==> src/rtl/core/mfst_ram.sv <==
// Generic single-port-write, single-port-read RAM with registered read data.
`default_nettype none
module mfst_ram #(
   parameter int WIDTH = 8,
   parameter int DEPTH = 16
) (
   input  wire logic                     clock,
   input  wire logic                     wr_en,
   input  wire logic [$clog2(DEPTH)-1:0] wr_addr,
   input  wire logic [WIDTH-1:0]         wr_data,
   input  wire logic [$clog2(DEPTH)-1:0] rd_addr,
   output logic      [WIDTH-1:0]         rd_data
);
   logic [WIDTH-1:0] mem_ff [DEPTH];
   logic [WIDTH-1:0] rd_data_ff;

   always_ff @(posedge clock) begin
      if (wr_en) begin
         mem_ff[wr_addr] <= wr_data;
      end
      rd_data_ff <= mem_ff[rd_addr];
   end

   assign rd_data = rd_data_ff;
endmodule
`default_nettype wire

==> config.mk <==
export PLATFORM = sky130hd
export DESIGN_NAME = mfst_ram
export DESIGN_NICKNAME = d
export VERILOG_FILES = /design/src/rtl/core/mfst_ram.sv
export SDC_FILE = /design/constraint.sdc
export NUM_CORES = 1
export LEC_CHECK = 0
export ABC_AREA = 1
export BUFFER_PORTS_ARGS = -buffer_cell sky130_fd_sc_hd__buf_2
export CORE_ASPECT_RATIO = 0.6
export CORE_MARGIN = 1
export CORE_UTILIZATION = 61
export DETAILED_ROUTE_END_ITERATION = 16
export PLACE_DENSITY = 0.88
export SETUP_SLACK_MARGIN = 0.05
export SLEW_MARGIN = 0
export SYNTH_ARGS = -nofsm -noshare
export SYNTH_HDL_FRONTEND = slang
export SYNTH_SLANG_ARGS = --single-unit
==> constraint.sdc <==
create_clock -name clock -period 1.4 [get_ports clock]
set_input_delay 0.14 -clock clock [delete_from_list [all_inputs] [get_ports clock]]
set_output_delay 0.14 -clock clock [all_outputs]
set_load 0.005 [all_outputs]
# Word-level counts from Yosys, hierarchy flattened
# Memories as Yosys holds them, arrays and structs flattened. A register that Yosys moved wholly into a read port is not among the register bits.
# Cells that the tools add are included.
# totals
regBits	0
ramBits	128
out_inout_bits	8
memories	1
# classes
n_mux	2
# mem_list
name	words	word_bits	rd	rd_clocked_by_memory_dff	wr	line_no	text
mem_ff	16	8	1	1	1	14	logic [WIDTH-1:0] mem_ff [DEPTH];
# op_table
cell	n
1-bit two-way mux	2

# Depth between registers and ports, before layout
# depth
ltp_word	2
mapped_depth	8

# Worst setup path after synthesis
# No wires, ideal clock.
# synth_timing
path_type	input to register
start	in wr_addr[2]
end	mem mem_ff[10][0], enable pin
setup_ns	0.370
t_arrival_ns	0.721
t_required_ns	1.030
slack_ns	0.309
path_stages	2
n_path_buf	0
cell_sequence	nand3b_1 > nor2_1
# synth_lines
item	line_no	text
start, declared	9	input wire logic [$clog2(DEPTH)-1:0] wr_addr,
end, declared	14	
# No word-level cell before the write port.

# Final worst setup path
# layout_timing
start	reg rd_data_ff[7] (netlist: rd_data[7]), read port of mem_ff
end	out rd_data[7]
# layout_lines
item	line_no	text
start, declared	15	logic [WIDTH-1:0] rd_data_ff;
end, declared	12	output logic [WIDTH-1:0] rd_data
# No word-level cell between the ends.

==> run summary <==
Status: completed
PD cells: 1393 nW/um^2
Yosys warning total: 0
Setup CP Type: reg2out
CTS tree: built
Cell Area, Placed: 6118 um^2
Synth cell types: 12
Core Box Area: 9189 um^2
CTS Buf Count: 17
Static Leakage: 2.928 nW
Remaining Overflow, GRT: 0
Postcts setup bufs: 0
Worst Path Arrival: 0.95 ns
HPWL after DPL: 8314 um
CP startpoint: rd_data[7]$_DFF_P_
# port buffers: 25
Final Instance Area: 6664 um^2
Fin crit period: 1.086 ns
CTS root buf: clkbuf_16
Power share of the clock group: 44.5%
Psw: 0.001978 W
CP Capture Type: output port
Skew final: 0.01104 ns
Slew Limit Fails: 0
Startpoint types: flip-flop
Die H: 77.32 um
Sequential-to-total area share from yosys stat: 69.43%
Switching share of power: 21.30%
Final net count: 613
Die Area: 9860 um^2
Post-CTS Resized: 0
Critical-path top delay cell: dfxtp_1
Clock Latency Late Sink: 0.42 ns
H-tree Lvls: 4
Final Hold Vio Count: 0
Final WL: 12990 um
Antenna violations before repair: 0
CP Cell Sequence: buf_2
Rows: 27
Worst hold start: wr_data[4]
Setup_tns: 0 ns
Crit path buf inv count: 1
Internal power: 0.007308 W
DRC: 0
Synth area leaders: edfxtp_1 (67%), nand2_1 (11%), nand3_1 (8.4%)
Effective utilization at floorplan: 62.76%
First-pass GRT wire length: 20410 um
Post-route setup slack: 0.3137 ns
Iter 0 DRT Violations: 561
Place WS: 0.1991 ns
RSZ-0062 raised after global routing: false
Hold_buf cts: 0
Routed wire per std cell: 17.60 um
Critical path peak fanout: 1
Fillcell total: 668
Post-DRT Antenna Nets: 0
Worst Path Required: 1.26 ns
MaxCap Viol Count: 0
Gate Count Post-Synth: 551
Num Clock Sinks: 136
GRT Total Usage: 29.29%
Worst-Margin Slew: 0.4157 ns
Avg Cell Area, Syn: 10.47 um^2
I/O Pins: 26
Period utilization: 77.60%
Longest Clk Path Bufs: 2
Syn Nets: 569
Worst IR drop on VDD: 972.7 uV
Top cell type's share of synthesized area: 66.65%
Post-synth top area cell: edfxtp_1
Finish-stage setup viols: 0
Comb power frac: 6.1%
Via count: 4030
Maximum clock frequency: 920.5 MHz
Clock transition at path regs: 0.05 ns
DR vias/cell: 5.461
HP Class: in2reg
Synthesized area: 5767 um^2
Top delay family on crit path: flip-flops
Final hold slack: 0.1028 ns
Gp weighted congestion: 0.8906
Worst r2r src: mem_ff[2][5]$_DFFE_PP_
Die width: 127.5 um
P&R area growth vs syn: 15.56%
Worst rel slew slack: 72.29%
Largest net degree at the start of global routing: 58
Ant diodes: 0
DR pass1 iterations: 5
CP peak stage delay: 0.39 ns
Seq cells post-synth: 136
Layout cell share with drive strength beyond 1: 12.66%
Vias in the first global route: 3908
Seq pwr share: 49.4%
[synth_stat cells, drive strengths merged]
cell type / count
nor2: 17
nand2: 173
nand3: 97
buf: 24
dfxtp: 8
edfxtp: 128
nand3b: 2
inv: 102
[registers in the layout, indices dropped and copies added (netlist names)]
signal   count
rd_data      8
mem_ff     128
[through the flow]
stage                     util (%)  total power (W)  instances
final                        72.52         0.009285        738
after global placement       66.59         0.005193        706
after floorplan                  -         0.004982        551
after global routing         72.52         0.009532        738
after CTS                    72.52         0.009333        738
after detailed placement     66.59         0.005221        706
[layout by cell type (no fill, tap or decap)]
cell type   netlist  routed
buf_2            13      25
clkbuf_16         0      17
clkinv_1          0       3
inv_2             2       2
dfxtp_1           8       8
clkbuf_1          0       3
nand3b_1          2       2
nand2_1         173     173
bufinv_16         0       2
clkinv_2          0       6
buf_12            0       4
inv_1           100     100
clkinvlp_4        0       1
edfxtp_1        128     128
nand3_1          97      97
buf_4             4      20
nor2_1           17      17
[power by group through the flow]
stage,registers [W],logic (W),clock network (W)
final,0.00459,0.000564,0.00413
after global routing,0.00459,0.000621,0.00432
after CTS,0.00459,0.000560,0.00419
after global placement,0.00466,0.000528,0
after detailed placement,0.00467,0.000551,0
after floorplan,0.00466,0.000321,0
[layout make-up]
cell class              instances  area [um^2]  area share [%]
multi-input cells             289         1214           18.21
clock buffers                  20        436.7           6.553
inverters                     102        382.9           5.745
repair buffers                 49        355.3           5.332
clock inverters                12        108.9           1.633
well taps                     130        162.7           2.441
flip-flops and latches        136         4004           60.08
[metal layers]
layer / routed length, um / share of wire, % / vias to the layer above / GRT usage (%)
li1: - / - / 1863 / -
met1: 5852 / 45 / 1909 / 42.54
met5: 0 / 0 / - / 0
met3: 1239 / 9.5 / 26 / 9.002
met4: 261 / 2.0 / 0 / 12.50
met2: 5636 / 43 / 232 / 40.93
[worst paths after layout]
check                             to  slack [ns]  depth (start not counted)
max reg2reg       rd_data[5]$_DFF_P_        0.35                          6
min reg2reg       rd_data[3]$_DFF_P_        0.69                          6
max                       rd_data[7]        0.31                          1
min          mem_ff[13][4]$_DFFE_PP_        0.10                          1
[kinds of logic (layout without fill, tap and decap cells)]
logic type    Yosys count  after routing  synth area share [%]
flops                 136            136                 69.43
simple gates          289            289                 21.05
buf+inv               126            183                 9.525
(Power assumes the default switching activity.)
