[config.mk]
export PLATFORM = sky130hd
export DESIGN_NAME = mfst_hash
export DESIGN_NICKNAME = d
export VERILOG_FILES = /design/src/rtl/core/mfst_pkg.sv /design/src/rtl/core/mfst_hash.sv
export SDC_FILE = /design/constraint.sdc
export NUM_CORES = 1
export LEC_CHECK = 0
export BUFFER_PORTS_ARGS = -buffer_cell sky130_fd_sc_hd__buf_2
export CAP_MARGIN = 30
export CORE_MARGIN = 2
export CORE_UTILIZATION = 35
export DETAILED_ROUTE_END_ITERATION = 6
export PLACE_DENSITY = 0.63
export SLEW_MARGIN = 20
export SYNTH_ARGS = -nofsm -noshare
export SYNTH_HDL_FRONTEND = slang
export SYNTH_SLANG_ARGS = --single-unit
[constraint.sdc]
create_clock -name vclk -period 3.48
set_input_delay 0.174 -clock vclk [all_inputs]
set_output_delay 0.174 -clock vclk [all_outputs]
set_load 0.03 [all_outputs]
[src/rtl/core/mfst_pkg.sv]
// Package: constants, types and helper functions for the multilevel flow session table.
`default_nettype none
package mfst_pkg;
   localparam int LEVEL0_LOG2 = 12;
   localparam int LEVEL_COUNT = 4;
   localparam int LEVEL0_SIZE = 1 << LEVEL0_LOG2;
   localparam int TABLE_DEPTH = (LEVEL0_SIZE * 15) / 8;
   localparam int IDX_W       = $clog2(TABLE_DEPTH);
   localparam int SLOT_W      = LEVEL0_LOG2;

   localparam logic [1:0] STATUS_HIT  = 2'd0;
   localparam logic [1:0] STATUS_NEW  = 2'd1;
   localparam logic [1:0] STATUS_FULL = 2'd2;

   localparam logic [31:0] SEED0 = 32'd16777213;
   localparam logic [31:0] SEED1 = 32'd8388593;
   localparam logic [31:0] SEED2 = 32'd4194301;
   localparam logic [31:0] SEED3 = 32'd2097143;

   localparam logic CSR_MAX_ROUNDS = 1'b0;

   typedef struct packed {
      logic [31:0] packets;
      logic [31:0] saddr;
      logic [31:0] daddr;
      logic [15:0] sport;
      logic [15:0] dport;
      logic [7:0]  protocol;
      logic [31:0] tx;
      logic [31:0] rx;
      logic [31:0] drop;
   } entry_type;

   localparam int ROW_W = $bits(entry_type);

   function automatic logic [31:0] level_seed(input logic [1:0] d);
      logic [31:0] s;
      unique case (d)
         2'd0: s = SEED0;
         2'd1: s = SEED1;
         2'd2: s = SEED2;
         default: s = SEED3;
      endcase
      return s;
   endfunction

   function automatic logic [IDX_W-1:0] level_base(input logic [1:0] d);
      logic [IDX_W:0] b;
      b = (IDX_W+1)'(2 * (LEVEL0_SIZE - (LEVEL0_SIZE >> d)));
      return b[IDX_W-1:0];
   endfunction

   function automatic logic [SLOT_W-1:0] level_mask(input logic [1:0] d);
      logic [SLOT_W:0] m;
      m = (SLOT_W+1)'((LEVEL0_SIZE >> d) - 1);
      return m[SLOT_W-1:0];
   endfunction
endpackage
`default_nettype wire

[src/rtl/core/mfst_hash.sv]
// Probe hash: maps a tuple, level and retry round to a slot and a table index.
`default_nettype none
module mfst_hash import mfst_pkg::*; (
   input  wire logic [31:0]       saddr,
   input  wire logic [31:0]       daddr,
   input  wire logic [15:0]       sport,
   input  wire logic [15:0]       dport,
   input  wire logic [7:0]        protocol,
   input  wire logic [1:0]        level,
   input  wire logic [4:0]        round,
   output logic      [SLOT_W-1:0] slot,
   output logic      [IDX_W-1:0]  index
);
   logic [7:0]  amt;
   logic        zero_all;
   logic [31:0] t1, t2, t3, t4, h;

   always_comb begin
      amt      = protocol - 8'(level) - 8'd1;
      zero_all = (protocol <= 8'(level)) || (amt >= 8'd32);
      t1 = 32'(saddr[31:16]) + 32'(daddr[15:0]);
      t2 = 32'(daddr[31:16]);
      t3 = 32'(sport[15:8]) + 32'(dport[7:0]);
      t4 = 32'(dport[15:8]);
      if (zero_all) begin
         t1 = '0;
         t2 = '0;
         t3 = '0;
         t4 = '0;
      end else begin
         t1 = t1 >> amt[4:0];
         t2 = t2 >> amt[4:0];
         t3 = t3 >> amt[4:0];
         t4 = t4 >> amt[4:0];
      end
      h = (level_seed(level) >> round) ^ t1 ^ 32'(saddr[15:0]) ^ t2
          ^ t3 ^ 32'(sport[7:0]) ^ t4;
      slot  = h[SLOT_W-1:0] & level_mask(level);
      index = level_base(level) + IDX_W'(slot);
   end
endmodule
`default_nettype wire
Word level (Yosys, flattened, before mapping)

Index checks and enable logic that the tools add are counted.

Bits of input ports: 111
Output and inout port bits: 25
Logic and storage cells: 31
Register bits after elaboration: 0

Reduce and logical (&&, ||, !) cells: 2
Mux-type cells: 5
Shift operators: 6
$add $sub $neg: 7
Order comparisons: 2
Bitwise logic cells: 7
Equality and inequality tests: 2

Operators by type and width:

| operator              | number |
|---|---|
| $pmux 24 s3           | 1 |
| $xor 12x12->12        | 5 |
| $mux 12               | 4 |
| $shr 24x5->12         | 1 |
| $add 16x16->17        | 1 |
| $shr 17x5->12         | 1 |
| $shr 16x5->12         | 1 |
| $add 13x12->13        | 1 |
| $shr 13x2->12 const A | 1 |
| $and 12x12->12        | 1 |
| $shr 8x5->12          | 1 |
| $shr 9x5->12          | 1 |
| $sub 1x12->12 const A | 1 |
| $sub 12x2->12 const B | 1 |
| $xor 12x8->12         | 1 |
| $add 8x8->9           | 1 |
| $ge 8x6->1 const B    | 1 |
| $le 8x2->1            | 1 |
| $sub 8x1->8 const B   | 1 |
| $sub 8x2->8           | 1 |
| $eq 2x1->1 const B    | 1 |
| $eq 2x2->1 const B    | 1 |
| $logic_not 2->1       | 1 |
| $logic_or 1x1->1      | 1 |

Depth between registers and ports, before layout

Word-level depth: 13
Depth in mapped cells: 17
Depth with buffers taken out: 13

Least setup slack after synthesis

Ideal clock, no wire load.

Kind: in2out
Start: input port level[0]
End: output port slot[4]
Arrival time: 4.070 ns
Slack: -0.764 ns
Data required time: 3.306 ns
Buffers on the path: 5
Cell stages on the path: 14
Path through: clkbuf_1 -> inv_1 -> ha_1 -> fa_1 -> clkbuf_1 -> clkbuf_1 -> buf_1 -> nor3_1 -> o311a_1 -> a2111oi_0 -> o21ai_0 -> nor3b_1 -> xnor2_1 -> buf_4

Cells in the longest elaborated chain, start to end: 12
Elaborated cells on any way between the ends: 27
Classes of those cells: add/sub: 3; order compare: 2; eq/ne: 2; shift: 6; mux: 5; bitwise: 7; reduce/logical: 2

RTL lines:

| element                      | RTL line        | source |
|---|---|---|
| start: declaration           | mfst_hash.sv:9  | `input wire logic [1:0] level,` |
| $sub 8x2->8                  | mfst_hash.sv:19 | `amt = protocol - 8'(level) - 8'd1;` |
| $sub 8x1->8                  | mfst_hash.sv:19 |  |
| $ge 8x6->1                   | mfst_hash.sv:20 | `zero_all = (protocol <= 8'(level)) \|\| (amt >= 8'd32);` |
| $logic_or 1x1->1             | mfst_hash.sv:20 |  |
| $mux 12                      | mfst_hash.sv:25 | `if (zero_all) begin` |
| $xor 12x12->12 (3 in series) | mfst_hash.sv:36 | `h = (level_seed(level) >> round) ^ t1 ^ 32'(saddr[15:0]) ^ t2` |
| $xor 12x12->12               | mfst_hash.sv:37 | `^ t3 ^ 32'(sport[7:0]) ^ t4;` |
| $xor 12x8->12                | mfst_hash.sv:37 |  |
| $xor 12x12->12               | mfst_hash.sv:37 |  |
| $and 12x12->12 *             | mfst_hash.sv:38 | `slot = h[SLOT_W-1:0] & level_mask(level);` |
| end: declaration             | mfst_hash.sv:11 | `output logic [SLOT_W-1:0] slot,` |

Mark *: on every way between the ends. The rest lies on a longest branch, timed or not.

Worst setup path after layout

Start: input port saddr[16]
End: output port slot[3]

Cells in the longest elaborated chain, start to end: 10

RTL lines:

| element                      | RTL line        | source |
|---|---|---|
| start: declaration           | mfst_hash.sv:4  | `input wire logic [31:0] saddr,` |
| $add 16x16->17               | mfst_hash.sv:21 | `t1 = 32'(saddr[31:16]) + 32'(daddr[15:0]);` |
| $shr 17x5->12                | mfst_hash.sv:31 | `t1 = t1 >> amt[4:0];` |
| $mux 12                      | mfst_hash.sv:25 |  |
| $xor 12x12->12 (3 in series) | mfst_hash.sv:36 |  |
| $xor 12x12->12               | mfst_hash.sv:37 |  |
| $xor 12x8->12                | mfst_hash.sv:37 |  |
| $xor 12x12->12               | mfst_hash.sv:37 |  |
| $and 12x12->12               | mfst_hash.sv:38 |  |

Every way passes these cells.

==> results.json <==
{
  "io_buffers": 132,
  "cp-end-kind": "output port",
  "leakage_nw": 3.09,
  "nFlopsAndLatches": 0,
  "critPathMaxFanout": 3,
  "ant_nets": 0,
  "synth_area_per_cell_um2": 6.85,
  "slew_headroom": 0.426,
  "final_common_cell": "buf_4",
  "ys_seq_area_frac": 0,
  "first_global_vias": 5542,
  "boundaryPins": 136,
  "p_per_area_nw_per_um2": 318,
  "dp_hpwl_mm": 13.2,
  "hp-class": "primary input to output port",
  "grtUsageTotal": 0.220,
  "fmax_mhz": 275,
  "crit_arrival_ns": 3.47,
  "crit_top_cell": "buf_6",
  "final_cell_mix": "129 x buf_4, 106 x buf_2, 69 x nand2_1, 56 x nor2_1, 52 x a21oi_1",
  "grt_pass1_wl_mm": 26.3,
  "gp_congestion": 0.938,
  "clock_buffers": 0,
  "cp-start-kind": "primary input",
  "core_region_area_um2": 12700,
  "rows": 41,
  "grt_max_degree": 26,
  "wire_per_inst_um": 15.7,
  "worstPathRequired_ns": 3.31,
  "cpLargestDelayFamily": "compound AO/OA/AOI/OAI gates",
  "die_h_um": 118,
  "multi_input_area_um2": 4770,
  "synthCells": 667,
  "fin_hold_ws_ns": 0.867,
  "syn_nets": 808,
  "dp.cells": 1042,
  "dr.pass1.iters": 5,
  "postCtsHoldBufs": 0,
  "route.detailed.drc": 0,
  "viasPerCell": 5.62,
  "status": "finished with violations",
  "synth_top_area_cell": "xnor2_1",
  "critPathBufInv": 3,
  "synthesis.area_um2": 4570,
  "slew_viol_final": 0,
  "routed-via-count": 5891,
  "ys_types": 75,
  "fp.dieW_um": 118,
  "tightest_slew_ns": 0.855,
  "fin_util": 0.546,
  "cp_cell_sequence": "buf_6, ha_4, fa_2, a21o_1, a211o_4, buf_6, a31oi_4, nor3_2, a311o_1, mux4_2, xnor2_2, a21oi_2, a2111oi_4, o311ai_4, buf_6",
  "overflow": 0,
  "start_util": 0.361,
  "final_min_period_over_clock_period": 1.05,
  "drv_cap": 0,
  "fillers": 1243,
  "drive_gt1_frac": 0.409,
  "synth_top_cell_area_share": 0.0824,
  "setup_ws_ns": -0.160,
  "period_minus_slack_ns": 3.64,
  "place_area_um2": 6350,
  "total_power_mw": 2.20,
  "fin_cells": 1049,
  "fin_nets": 1020,
  "area_growth_syn_to_layout_pct": 51.3,
  "ir_worst_vdd_mv": 0.123,
  "antenna_found_initial": 0,
  "synth-warning-count": 0,
  "critPathMaxStageDelay_ns": 0.51,
  "seqCellArea_um2": 0,
  "dieArea_um2": 14000,
  "fin_area_um2": 6920,
  "crit_type": "primary input to output port",
  "n_antenna_cell": 0,
  "hold_viol": 0,
  "rsz0062_at_grt": "yes",
  "wirelength_mm": 16.4,
  "cp_slowest_cell": "mux4_2",
  "drtIter0Drc": 357,
  "synth_area_leaders": "xnor2_1 8.2%, ha_1 7.4%, mux4_2 6.4%",
  "setup_violations": 20,
  "failed_checks": "setup timing"
}
[path summary, 6_finish.rpt]
check,startpoint,end,cells past startpoint
worst min-delay path,saddr[8],slot[8],4
worst max-delay path,saddr[16],slot[3],15
[logic make-up after synthesis]
kind of cell | Yosys count | share of synthesized area
buffers and inverters | 69 | 0.0665
muxes | 42 | 0.128
and+or+nand+nor | 234 | 0.243
AOI/OAI and AO/OA | 222 | 0.337
xor gates and xnor gates | 70 | 0.139
adders and majority gates | 30 | 0.0871
[metrics by stage]
stage               setup TNS, ns  setup WS, ns
finish                      -1.59        -0.160
global route                -4.23        -0.285
CTS                         -1.18        -0.157
detailed placement          -4.27        -0.305
global placement            -3.68        -0.274
floorplan                  -0.220        -0.129
[worst min-delay path: cells and delay by family]
| kind | cells | cell delay (ns) |
|---|---|---|
| xor gates and xnor gates | 2 | 0.29 |
| buffers and inverters | 2 | 0.22 |
[routing by layer]
layer  track usage  vias to the layer above  part of all wire
li1              -                     2929                 -
met3        0.0106                       17             0.061
met5             0                        -                 0
met1         0.307                     2725              0.45
met2         0.380                      220              0.47
met4        0.0301                        0             0.013
[repair_timing]
action,4_1_cts,5_1_grt
resized for setup,61,59
gates cloned,0,0
setup endpoints to repair,24,24
pin swaps,17,21
buffers inserted,4,4
[report_power, final]
group	switching (mW)	leakage (nW)	internal [mW]	total, mW
Clock	0	0	0	0
Sequential	0	0	0	0
Combinational	1.16	3.09	1.04	2.20
[cell usage after synthesis (all sizes together), types with 3 or more instances]
cell	count
a2111oi	4
o22ai	5
or2	6
mux2i	27
clkbuf	38
nand2b	8
a21oi	57
and3	11
o21bai	3
a211oi	16
o31a	3
a21o	17
o211a	3
nor2	59
mux4	13
or3	7
inv	11
a21boi	3
o211ai	12
o21a	6
or4	3
nor2b	5
ha	27
a31oi	14
a32oi	4
buf	20
xnor2	44
nand3	19
nand2	71
a221oi	3
nor3	22
fa	3
nand4	6
o311ai	3
a22oi	5
o21ai	32
xor2	25
o2111ai	4
a2111o	3
a211o	3
nor4	7
[area by class of cell]
class / instances / share of cell area
inverters: 11 / 0.00597
multi-input cells: 598 / 0.690
well taps: 172 / 0.0311
repair buffers: 268 / 0.273
Note: power is estimated with default switching activity, not from simulation.
